### src/rtl/core/upe_pkg.sv
// Shared types, character codes and helpers for the URL percent encoder.
// No dependencies; every other file of the block but upe_ifs imports this package.
package upe_pkg;

  // Keep-set selector held in the configuration register.
  typedef enum logic [1:0] {
    TBL_RFC3986  = 2'd0,
    TBL_HTML5    = 2'd1,
    TBL_WWW_FORM = 2'd2,
    TBL_UNUSED   = 2'd3
  } tbl_t;

  localparam int CFG_W       = 2;
  localparam int BYTE_W      = 8;
  localparam int QUEUE_DEPTH = 2;

  // How the back end expands a queued item.
  typedef enum logic {
    KIND_KEEP = 1'b0,
    KIND_ESC  = 1'b1
  } kind_t;

  typedef struct packed {
    kind_t              kind;
    logic [BYTE_W-1:0]  data;   // kept value, or raw byte to escape
    logic               fin;    // final item of the message
  } q_entry_t;

  typedef struct packed {
    logic empty;
    logic full;
  } q_stat_t;

  localparam logic [BYTE_W-1:0] CH_PCT   = 8'h25;
  localparam logic [BYTE_W-1:0] CH_PLUS  = 8'h2B;
  localparam logic [BYTE_W-1:0] CH_SPACE = 8'h20;
  localparam logic [BYTE_W-1:0] CH_DASH  = 8'h2D;
  localparam logic [BYTE_W-1:0] CH_DOT   = 8'h2E;
  localparam logic [BYTE_W-1:0] CH_UNDER = 8'h5F;
  localparam logic [BYTE_W-1:0] CH_TILDE = 8'h7E;
  localparam logic [BYTE_W-1:0] CH_STAR  = 8'h2A;
  localparam logic [BYTE_W-1:0] CH_AMP   = 8'h26;
  localparam logic [BYTE_W-1:0] CH_EQ    = 8'h3D;

  // Upper-case hex digit for one nibble.
  function automatic logic [BYTE_W-1:0] hex_digit(input logic [3:0] nib);
    logic [BYTE_W-1:0] wide;
    wide = {4'h0, nib};
    return (nib < 4'd10) ? (8'h30 + wide) : (8'h37 + wide);
  endfunction

endpackage

### src/rtl/core/upe_ifs.sv
// Valid/ready channel interfaces for the URL percent encoder.
// Input channel carries a raw byte, result channel an encoded byte.
// No dependencies.
interface upe_in_if;
  logic       valid;
  logic       ready;
  logic [7:0] in_byte;
  logic       end_in;

  modport source (output valid, output in_byte, output end_in, input ready);
  modport sink   (input valid, input in_byte, input end_in, output ready);
endinterface

interface upe_out_if;
  logic       valid;
  logic       ready;
  logic [7:0] out_byte;
  logic       last_of_run;
  logic       end_out;

  modport source (output valid, output out_byte, output last_of_run,
                  output end_out, input ready);
  modport sink   (input valid, input out_byte, input last_of_run,
                  input end_out, output ready);
endinterface

### src/rtl/core/upe_front.sv
// Front end: holds the keep-set register, accepts input items and
// classifies each as kept or escaped. Depends on upe_pkg and upe_ifs.
module upe_front (
  input  logic                       clk,
  input  logic                       rst_n,
  upe_in_if.sink                     in_ch,
  input  logic                       cfg_we,
  input  logic [upe_pkg::CFG_W-1:0]  cfg_wdata,
  input  upe_pkg::q_stat_t           q_stat,
  output logic                       push,
  output upe_pkg::q_entry_t          push_entry
);
  import upe_pkg::*;

  tbl_t              tbl_r;
  tbl_t              tbl_nxt;
  logic [BYTE_W-1:0] b;
  logic              alnum;
  logic              keep;
  logic [BYTE_W-1:0] kept_val;

  always_comb begin
    tbl_nxt = cfg_we ? tbl_t'(cfg_wdata) : tbl_r;
  end

  always_ff @(posedge clk) begin
    if (!rst_n) begin
      tbl_r <= TBL_RFC3986;
    end else begin
      tbl_r <= tbl_nxt;
    end
  end

  assign b     = in_ch.in_byte;
  assign alnum = (b >= 8'h30 && b <= 8'h39) || (b >= 8'h41 && b <= 8'h5A) ||
                 (b >= 8'h61 && b <= 8'h7A);

  always_comb begin
    kept_val = b;
    keep     = 1'b0;
    if (alnum || b == CH_DASH || b == CH_DOT || b == CH_UNDER) begin
      keep = 1'b1;
    end else begin
      case (tbl_r)
        TBL_RFC3986: keep = (b == CH_TILDE);
        TBL_HTML5: begin
          if (b == CH_SPACE) begin
            keep     = 1'b1;
            kept_val = CH_PLUS;
          end else begin
            keep = (b == CH_STAR);
          end
        end
        TBL_WWW_FORM: keep = (b == CH_STAR) || (b == CH_AMP) || (b == CH_EQ);
        default:      keep = 1'b0;
      endcase
    end
  end

  // Take an item whenever the queue has room; drop it under the unused selector.
  assign in_ch.ready = !q_stat.full;
  assign push        = in_ch.valid && !q_stat.full && (tbl_r != TBL_UNUSED);

  always_comb begin
    push_entry.kind = keep ? KIND_KEEP : KIND_ESC;
    push_entry.data = keep ? kept_val : b;
    push_entry.fin  = in_ch.end_in;
  end

  a_no_push_unused: assert property (@(posedge clk) disable iff (!rst_n)
    (tbl_r == TBL_UNUSED) |-> !push)
    else $error("item queued under the unused selector");

  a_push_has_room: assert property (@(posedge clk) disable iff (!rst_n)
    push |-> (in_ch.valid && in_ch.ready))
    else $error("queue write without an accepted item");

  a_cfg_takes: assert property (@(posedge clk) disable iff (!rst_n)
    cfg_we |=> (tbl_r == tbl_t'($past(cfg_wdata))))
    else $error("keep-set register missed a write");

endmodule

### src/rtl/core/upe_queue.sv
// Short item queue between front and back end of the URL percent encoder.
// Depends on upe_pkg.
module upe_queue #(
  parameter int QDEPTH = upe_pkg::QUEUE_DEPTH
) (
  input  logic               clk,
  input  logic               rst_n,
  input  logic               push,
  input  upe_pkg::q_entry_t  push_entry,
  input  logic               pop,
  output upe_pkg::q_entry_t  head,
  output upe_pkg::q_stat_t   stat
);
  import upe_pkg::*;

  localparam int PTR_W = (QDEPTH > 1) ? $clog2(QDEPTH) : 1;
  localparam int CNT_W = $clog2(QDEPTH + 1);
  localparam logic [PTR_W-1:0] LAST_PTR = PTR_W'(QDEPTH - 1);
  localparam logic [CNT_W-1:0] FULL_CNT = CNT_W'(QDEPTH);

  q_entry_t         mem_r [QDEPTH];
  logic [PTR_W-1:0] wr_ptr_r, wr_ptr_nxt;
  logic [PTR_W-1:0] rd_ptr_r, rd_ptr_nxt;
  logic [CNT_W-1:0] cnt_r, cnt_nxt;
  logic             do_push, do_pop;

  assign stat.empty = (cnt_r == '0);
  assign stat.full  = (cnt_r == FULL_CNT);
  assign do_push    = push && !stat.full;
  assign do_pop     = pop && !stat.empty;
  assign head       = mem_r[rd_ptr_r];

  always_comb begin
    wr_ptr_nxt = wr_ptr_r;
    rd_ptr_nxt = rd_ptr_r;
    cnt_nxt    = cnt_r;
    if (do_push) begin
      wr_ptr_nxt = (wr_ptr_r == LAST_PTR) ? '0 : wr_ptr_r + 1'b1;
    end
    if (do_pop) begin
      rd_ptr_nxt = (rd_ptr_r == LAST_PTR) ? '0 : rd_ptr_r + 1'b1;
    end
    if (do_push && !do_pop) begin
      cnt_nxt = cnt_r + 1'b1;
    end else if (do_pop && !do_push) begin
      cnt_nxt = cnt_r - 1'b1;
    end
  end

  always_ff @(posedge clk) begin
    if (!rst_n) begin
      wr_ptr_r <= '0;
      rd_ptr_r <= '0;
      cnt_r    <= '0;
    end else begin
      wr_ptr_r <= wr_ptr_nxt;
      rd_ptr_r <= rd_ptr_nxt;
      cnt_r    <= cnt_nxt;
    end
  end

  always_ff @(posedge clk) begin
    if (do_push) begin
      mem_r[wr_ptr_r] <= push_entry;
    end
  end

  a_no_overflow: assert property (@(posedge clk) disable iff (!rst_n)
    !(push && stat.full))
    else $error("write into a full queue");

  a_no_underflow: assert property (@(posedge clk) disable iff (!rst_n)
    !(pop && stat.empty))
    else $error("read from an empty queue");

  a_cnt_bound: assert property (@(posedge clk) disable iff (!rst_n)
    cnt_r <= FULL_CNT)
    else $error("queue count beyond depth");

endmodule

### src/rtl/core/upe_back.sv
// Back end: expands queued items into one or three result bytes and holds
// them in the output register. Depends on upe_pkg and upe_ifs.
module upe_back (
  input  logic               clk,
  input  logic               rst_n,
  input  upe_pkg::q_entry_t  q_head,
  input  upe_pkg::q_stat_t   q_stat,
  output logic               pop,
  upe_out_if.source          out_ch
);
  import upe_pkg::*;

  typedef enum logic [1:0] {
    PH_PCT = 2'd0,
    PH_HI  = 2'd1,
    PH_LO  = 2'd2
  } phase_t;

  phase_t            phase_r, phase_nxt;
  logic              out_valid_r, out_valid_nxt;
  logic [BYTE_W-1:0] out_byte_r, out_byte_nxt;
  logic              last_r, last_nxt;
  logic              end_r, end_nxt;
  logic              load;

  // Refill the output register when it is empty or being taken.
  assign load = !out_valid_r || out_ch.ready;

  always_comb begin
    phase_nxt     = phase_r;
    out_valid_nxt = out_valid_r;
    out_byte_nxt  = out_byte_r;
    last_nxt      = last_r;
    end_nxt       = end_r;
    pop           = 1'b0;
    if (load) begin
      out_valid_nxt = !q_stat.empty;
      if (!q_stat.empty) begin
        if (q_head.kind == KIND_KEEP) begin
          out_byte_nxt = q_head.data;
          last_nxt     = 1'b1;
          end_nxt      = q_head.fin;
          pop          = 1'b1;
          phase_nxt    = PH_PCT;
        end else begin
          case (phase_r)
            PH_PCT: begin
              out_byte_nxt = CH_PCT;
              last_nxt     = 1'b0;
              end_nxt      = 1'b0;
              phase_nxt    = PH_HI;
            end
            PH_HI: begin
              out_byte_nxt = hex_digit(q_head.data[7:4]);
              last_nxt     = 1'b0;
              end_nxt      = 1'b0;
              phase_nxt    = PH_LO;
            end
            PH_LO: begin
              out_byte_nxt = hex_digit(q_head.data[3:0]);
              last_nxt     = 1'b1;
              end_nxt      = q_head.fin;
              pop          = 1'b1;
              phase_nxt    = PH_PCT;
            end
            default: begin
              phase_nxt     = PH_PCT;
              out_valid_nxt = 1'b0;
            end
          endcase
        end
      end
    end
  end

  always_ff @(posedge clk) begin
    if (!rst_n) begin
      phase_r     <= PH_PCT;
      out_valid_r <= 1'b0;
    end else begin
      phase_r     <= phase_nxt;
      out_valid_r <= out_valid_nxt;
    end
    out_byte_r <= out_byte_nxt;
    last_r     <= last_nxt;
    end_r      <= end_nxt;
  end

  assign out_ch.valid       = out_valid_r;
  assign out_ch.out_byte    = out_byte_r;
  assign out_ch.last_of_run = last_r;
  assign out_ch.end_out     = end_r;

  a_mid_escape: assert property (@(posedge clk) disable iff (!rst_n)
    (phase_r != PH_PCT) |-> (!q_stat.empty && q_head.kind == KIND_ESC))
    else $error("escape sequence lost its queue entry");

  a_pop_on_load: assert property (@(posedge clk) disable iff (!rst_n)
    pop |-> (load && !q_stat.empty))
    else $error("queue read while the output register is held");

  a_stall_holds_phase: assert property (@(posedge clk) disable iff (!rst_n)
    (out_valid_r && !out_ch.ready) |=> (phase_r == $past(phase_r)))
    else $error("phase moved during an output stall");

  a_end_only_last: assert property (@(posedge clk) disable iff (!rst_n)
    (out_valid_r && end_r) |-> last_r)
    else $error("end flag on a byte that is not last of its run");

endmodule

### src/rtl/core/url_percent_encoder.sv
// URL percent encoder, top level.
// Depends on upe_pkg, upe_ifs, upe_front, upe_queue and upe_back.
//
// Usage:
//   in_ch   valid/ready channel, one raw byte per item plus end_in on the
//           final byte of a message.
//   out_ch  valid/ready channel, one encoded byte per item. A kept byte gives
//           one item; any other gives '%' and two upper-case hex digits.
//           last_of_run marks the final byte of each input's run, end_out the
//           final byte of the message.
//   cfg_we/cfg_wdata write the keep-set selector: 0 RFC 3986 unreserved,
//           1 HTML5 form (space becomes '+'), 2 x-www-form. Under 3 every
//           input item is taken and dropped. Write only while idle.
// Path: an accepted item is written into the queue, then its first result byte
//   is loaded from the queue head into the output register, when the path is clear.
// Throughput: one result byte per cycle while the receiver is ready, set by the
//   single output register; a kept byte gives one result byte, an escaped byte three.
// The front end accepts a new item in any cycle the queue has room, so the
//   input keeps moving while an escape sequence drains.
// Reset clears the selector to RFC 3986, empties the queue and the output.
// A stalled receiver holds the output item; the queue fills, then in_ch
//   drops ready until the back end frees a slot.
module url_percent_encoder #(
  parameter int QDEPTH = upe_pkg::QUEUE_DEPTH
) (
  input  logic                       clk,
  input  logic                       rst_n,
  upe_in_if.sink                     in_ch,
  upe_out_if.source                  out_ch,
  input  logic                       cfg_we,
  input  logic [upe_pkg::CFG_W-1:0]  cfg_wdata
);
  import upe_pkg::*;

  q_stat_t  q_stat;
  q_entry_t push_entry;
  q_entry_t q_head;
  logic     push;
  logic     pop;

  // Classify and admit items; hold the keep-set selector.
  upe_front u_front (
    .clk        (clk),
    .rst_n      (rst_n),
    .in_ch      (in_ch),
    .cfg_we     (cfg_we),
    .cfg_wdata  (cfg_wdata),
    .q_stat     (q_stat),
    .push       (push),
    .push_entry (push_entry)
  );

  // Decouple admission from expansion so each side stalls on its own.
  upe_queue #(
    .QDEPTH (QDEPTH)
  ) u_queue (
    .clk        (clk),
    .rst_n      (rst_n),
    .push       (push),
    .push_entry (push_entry),
    .pop        (pop),
    .head       (q_head),
    .stat       (q_stat)
  );

  // Expand each entry into its result bytes, one per cycle while the output is not stalled.
  upe_back u_back (
    .clk    (clk),
    .rst_n  (rst_n),
    .q_head (q_head),
    .q_stat (q_stat),
    .pop    (pop),
    .out_ch (out_ch)
  );

endmodule

### src/flat_wrapper.sv
// flat-port wrapper written by rule: the top's interface ports become plain ports
module url_percent_encoder_flat import upe_pkg::*;
#(
  parameter int QDEPTH = upe_pkg::QUEUE_DEPTH
)
  (clk, rst_n, cfg_we, cfg_wdata, in_ch_valid, in_ch_in_byte, in_ch_end_in, in_ch_ready, out_ch_valid, out_ch_out_byte, out_ch_last_of_run, out_ch_end_out, out_ch_ready);
  upe_in_if in_ch_i ();
  upe_out_if out_ch_i ();
  input  logic clk;
  input  logic rst_n;
  input  logic cfg_we;
  input  logic [upe_pkg::CFG_W-1:0] cfg_wdata;
  input wire logic [$bits(in_ch_i.valid)-1:0] in_ch_valid;
  input wire logic [$bits(in_ch_i.in_byte)-1:0] in_ch_in_byte;
  input wire logic [$bits(in_ch_i.end_in)-1:0] in_ch_end_in;
  output wire logic [$bits(in_ch_i.ready)-1:0] in_ch_ready;
  output wire logic [$bits(out_ch_i.valid)-1:0] out_ch_valid;
  output wire logic [$bits(out_ch_i.out_byte)-1:0] out_ch_out_byte;
  output wire logic [$bits(out_ch_i.last_of_run)-1:0] out_ch_last_of_run;
  output wire logic [$bits(out_ch_i.end_out)-1:0] out_ch_end_out;
  input wire logic [$bits(out_ch_i.ready)-1:0] out_ch_ready;
  assign in_ch_i.valid = in_ch_valid;
  assign in_ch_i.in_byte = in_ch_in_byte;
  assign in_ch_i.end_in = in_ch_end_in;
  assign in_ch_ready = in_ch_i.ready;
  assign out_ch_valid = out_ch_i.valid;
  assign out_ch_out_byte = out_ch_i.out_byte;
  assign out_ch_last_of_run = out_ch_i.last_of_run;
  assign out_ch_end_out = out_ch_i.end_out;
  assign out_ch_i.ready = out_ch_ready;
  url_percent_encoder #(.QDEPTH(QDEPTH)) u_core (.clk(clk), .rst_n(rst_n), .in_ch(in_ch_i), .out_ch(out_ch_i), .cfg_we(cfg_we), .cfg_wdata(cfg_wdata));
endmodule
### config.mk
export PLATFORM = sky130hd
export DESIGN_NAME = url_percent_encoder_flat
export DESIGN_NICKNAME = d
export VERILOG_FILES = /design/src/rtl/core/upe_pkg.sv /design/src/rtl/core/upe_ifs.sv /design/src/rtl/core/upe_front.sv /design/src/rtl/core/upe_queue.sv /design/src/rtl/core/upe_back.sv /design/src/rtl/core/url_percent_encoder.sv /design/src/flat_wrapper.sv
export SDC_FILE = /design/constraint.sdc
export NUM_CORES = 1
export LEC_CHECK = 0
export BUFFER_PORTS_ARGS = -buffer_cell sky130_fd_sc_hd__buf_4
export CAP_MARGIN = 40
export CORE_MARGIN = 2
export CORE_UTILIZATION = 43
export DETAILED_ROUTE_END_ITERATION = 8
export PLACE_DENSITY = 0.72
export SLEW_MARGIN = 25
export SYNTH_ARGS = -nofsm -noshare
export SYNTH_HDL_FRONTEND = slang
export SYNTH_SLANG_ARGS = --single-unit
### constraint.sdc
create_clock -name clk -period 2.8 [get_ports clk]
set_input_delay 0.28 -clock clk [delete_from_list [all_inputs] [get_ports clk]]
set_output_delay 0.28 -clock clk [all_outputs]
set_load 0.01 [all_outputs]
==> summary.md <==
| Metric | Value |
|---|---|
| Worst-Margin Slew | `0.737 ns` |
| Worst-Skew Late Latency | `0.30 ns` |
| Arrival @ worst endpoint | `2.36 ns` |
| DP Area | `2410 um2` |
| Die H | `75.0 um` |
| Final Slew Violations | `0` |
| CTS root buffer | `clkbuf_8` |
| Most frequent cells after synthesis | `30 x edfxtp_1, 14 x nand2_1, 14 x nor2_1` |
| Ys flop type | `edfxtp_1` |
| CTS tree | `yes` |
| Port Buffers | `27` |
| Largest net degree at the start of global routing | `15` |
| Max FO, Critical Path | `14` |
| Sink Count | `40` |
| Row count | `25` |
| Post-layout instance area | `2510 um2` |
| Synth unique cells | `54` |
| First DRT Iteration DRCs | `123` |
| Area contributors post-synth | `edfxtp_1 42%, dfxtp_1 9.2%, ha_1 5.2%` |
| Vias in the first global route | `1,452` |
| Post-synth design cell area | `2170 um2` |
| Final setup viols | `0` |
| Layout Cells excl Fill | `291` |
| RePlAce Congestion | `0.950` |
| Worst hold path class | `input pin to register` |
| Slew HR | `0.508` |
| Max-Cap Viols | `0` |
| Area Growth Syn to Fin | `15.8%` |
| Power per standard cell area | `855 nW/um2` |
| Highest clock rate | `430 MHz` |
| Flops & latches, synth | `40` |
| Gr usage total | `0.152` |
| Antenna violations before repair | `0` |
| Critical Path Source Type | `register` |
| Total CTS buffers | `5` |
| Syn Nets | `221` |
| Worst VDD drop | `0.321 mV` |
| Vias | `1,532` |
| Share of the synthesized area in the top cell type | `0.415` |
| Post-CTS sizing | `0` |
| Final wirelength | `3.84 mm` |
| FFs w/ async S/R, synth | `0` |
| Most common cell in the netlist | `edfxtp_1` |
| Crit Path Class | `register to register` |
| Unrepaired setup endpoints after global routing | `false` |
| First-pass GRT wire length | `6.44 mm` |
| IO Pins | `28` |
| Vias per cell | `5.26` |
| Req. time, crit path | `2.83 ns` |
| GR Overflow Total | `0` |
| TNS Setup | `0 ns` |
| Ant. Diodes | `0` |
| Starting Density | `0.453` |
| Clk pin slew, worst setup/hold paths | `0.08 ns` |
| CTS hold repair buffers | `0` |
| Final Hold Fails | `0` |
| Status | `complete, no violations` |
| Leak pwr | `0.933 nW` |
| Synthesis Warnings | `0` |
| Seq/Total Area, Yosys | `0.508` |
| Detail Placement HPWL | `2.88 mm` |
| CTS max path bufs | `2` |
| Post-CTS setup buffer count | `0` |
| Die area | `5630 um2` |
| Antenna Nets Post-Route | `0` |
| Layout cell share with drive strength beyond 1 | `0.210` |
| Tmin final | `2.33 ns` |
| Number of flops mapped to enable cells by yosys | `30` |
| Drt wl/cell | `13.2 um` |
| DR DRC count | `0` |
| # placed instances | `282` |
| Core ar. | `4790 um2` |
| Fin nets | `248` |
| Detailed Routing Iterations Pass 1 | `4` |
| Syn_area_per_cell | `11.1 um2` |
| Critical Path End Type | `register` |
| Die Width | `75.0 um` |
| Fin util | `0.525` |
| Synth Instances | `196` |
| Final Cycle Share | `0.831` |
| Htree depth | `2` |
| Leading area contributor after synthesis | `edfxtp_1` |
| Worst Skew | `0.00404 ns` |
[cell usage in the layout (no fill, tap or decap), types with 2 or more instances in the layout]
cell type and instances:
a211oi_1 5, a21oi_1 13, a22oi_1 3, a32oi_1 3, and2_1 5, buf_4 30
clkbuf_8 5, dfxtp_1 10, edfxtp_1 30, ha_1 9, inv_1 8, mux2i_1 9
mux2i_2 2, nand2_1 14, nand2b_1 3, nand4b_1 2, nor2_1 14, nor2b_1 5
nor3_1 3, o21a_1 2, o21ai_0 4, o21ai_1 5, o22ai_1 3, o32ai_1 2
or4b_1 2, xnor2_1 3
[worst paths after layout]
check | end | cells past startpoint | startpoint | slack (ns)
worst max-delay path | u_core.u_back.out_ch.out_byte[6] | 7 | register | 0.47
worst min register to register | u_core.u_queue.cnt_r[1] | 2 | u_core.u_queue.cnt_r[1] | 0.52
worst max register to register | u_core.u_back.out_ch.out_byte[6] | 7 | register | 0.47
worst min-delay path | u_core.u_queue.mem_r[0][0] | 1 | in_ch_end_in | 0.17
[layer usage]
| layer | share of wire | GRT usage | wire (um) |
|---|---|---|---|
| met5 | 0 | 0 | 0 |
| met4 | 0.021 | 0.0615 | 79 |
| met3 | 0.046 | 0.0402 | 177 |
| met2 | 0.46 | 0.245 | 1750 |
| met1 | 0.48 | 0.197 | 1830 |
[cells by family after synthesis]
family          share of synthesized area
compound gates                      0.151
xor+xnor                           0.0237
fa+ha+maj                          0.0519
buf+inv                            0.0392
flops                               0.508
mux                                0.0716
simple gates                        0.155
[sequential cells by signal, summed over array words and instances, names as in the netlist, named ones only]
register	cells
u_core.u_queue.rd_ptr_r	1
u_core.u_queue.wr_ptr_r	1
u_core.u_queue.cnt_r	2
u_core.u_back.out_ch.last_of_run	1
u_core.u_back.out_ch.valid	1
u_core.u_queue.mem_r	20
u_core.u_front.tbl_r	2
u_core.u_back.out_ch.end_out	1
u_core.u_back.out_ch.out_byte	8
u_core.u_back.phase_r	2
[final cells by class]
cell class / instances / area (um2)
clock buffers: 6 / 72.6
clock inverters: 2 / 16.3
fillers: 442 / 2270
inverters: 8 / 30.0
multi-input cells: 138 / 982
flip-flops and latches: 40 / 1100
well taps: 67 / 83.8
repair buffers: 30 / 225
[worst max-delay path, stage by stage, from the launching register on]
cell and delay, ns:
dfxtp_1 0.74, mux2i_1 0.42, ha_1 0.23, inv_1 0.06
a211oi_1 0.22, a211oi_1 0.10, a32oi_1 0.18, o22ai_1 0.11
[where the power goes]
| group | internal (mW) | switching, mW |
|---|---|---|
| logic | 0.382 | 0.454 |
| registers | 0.830 | 0.0983 |
| clock network | 0.177 | 0.206 |
| total | 1.39 | 0.758 |
[per-stage QoR]
step	hold slack (ns)	power, mW	setup slack, ns
3_3_place_gp	0.472	1.76	0.545
2_1_floorplan	0.379	1.52	0.812
5_1_grt	0.159	2.30	0.202
3_5_place_dp	0.474	1.77	0.492
4_1_cts	0.164	2.15	0.475
6_report	0.173	2.15	0.474
Note: power is estimated with default switching activity, not from simulation.
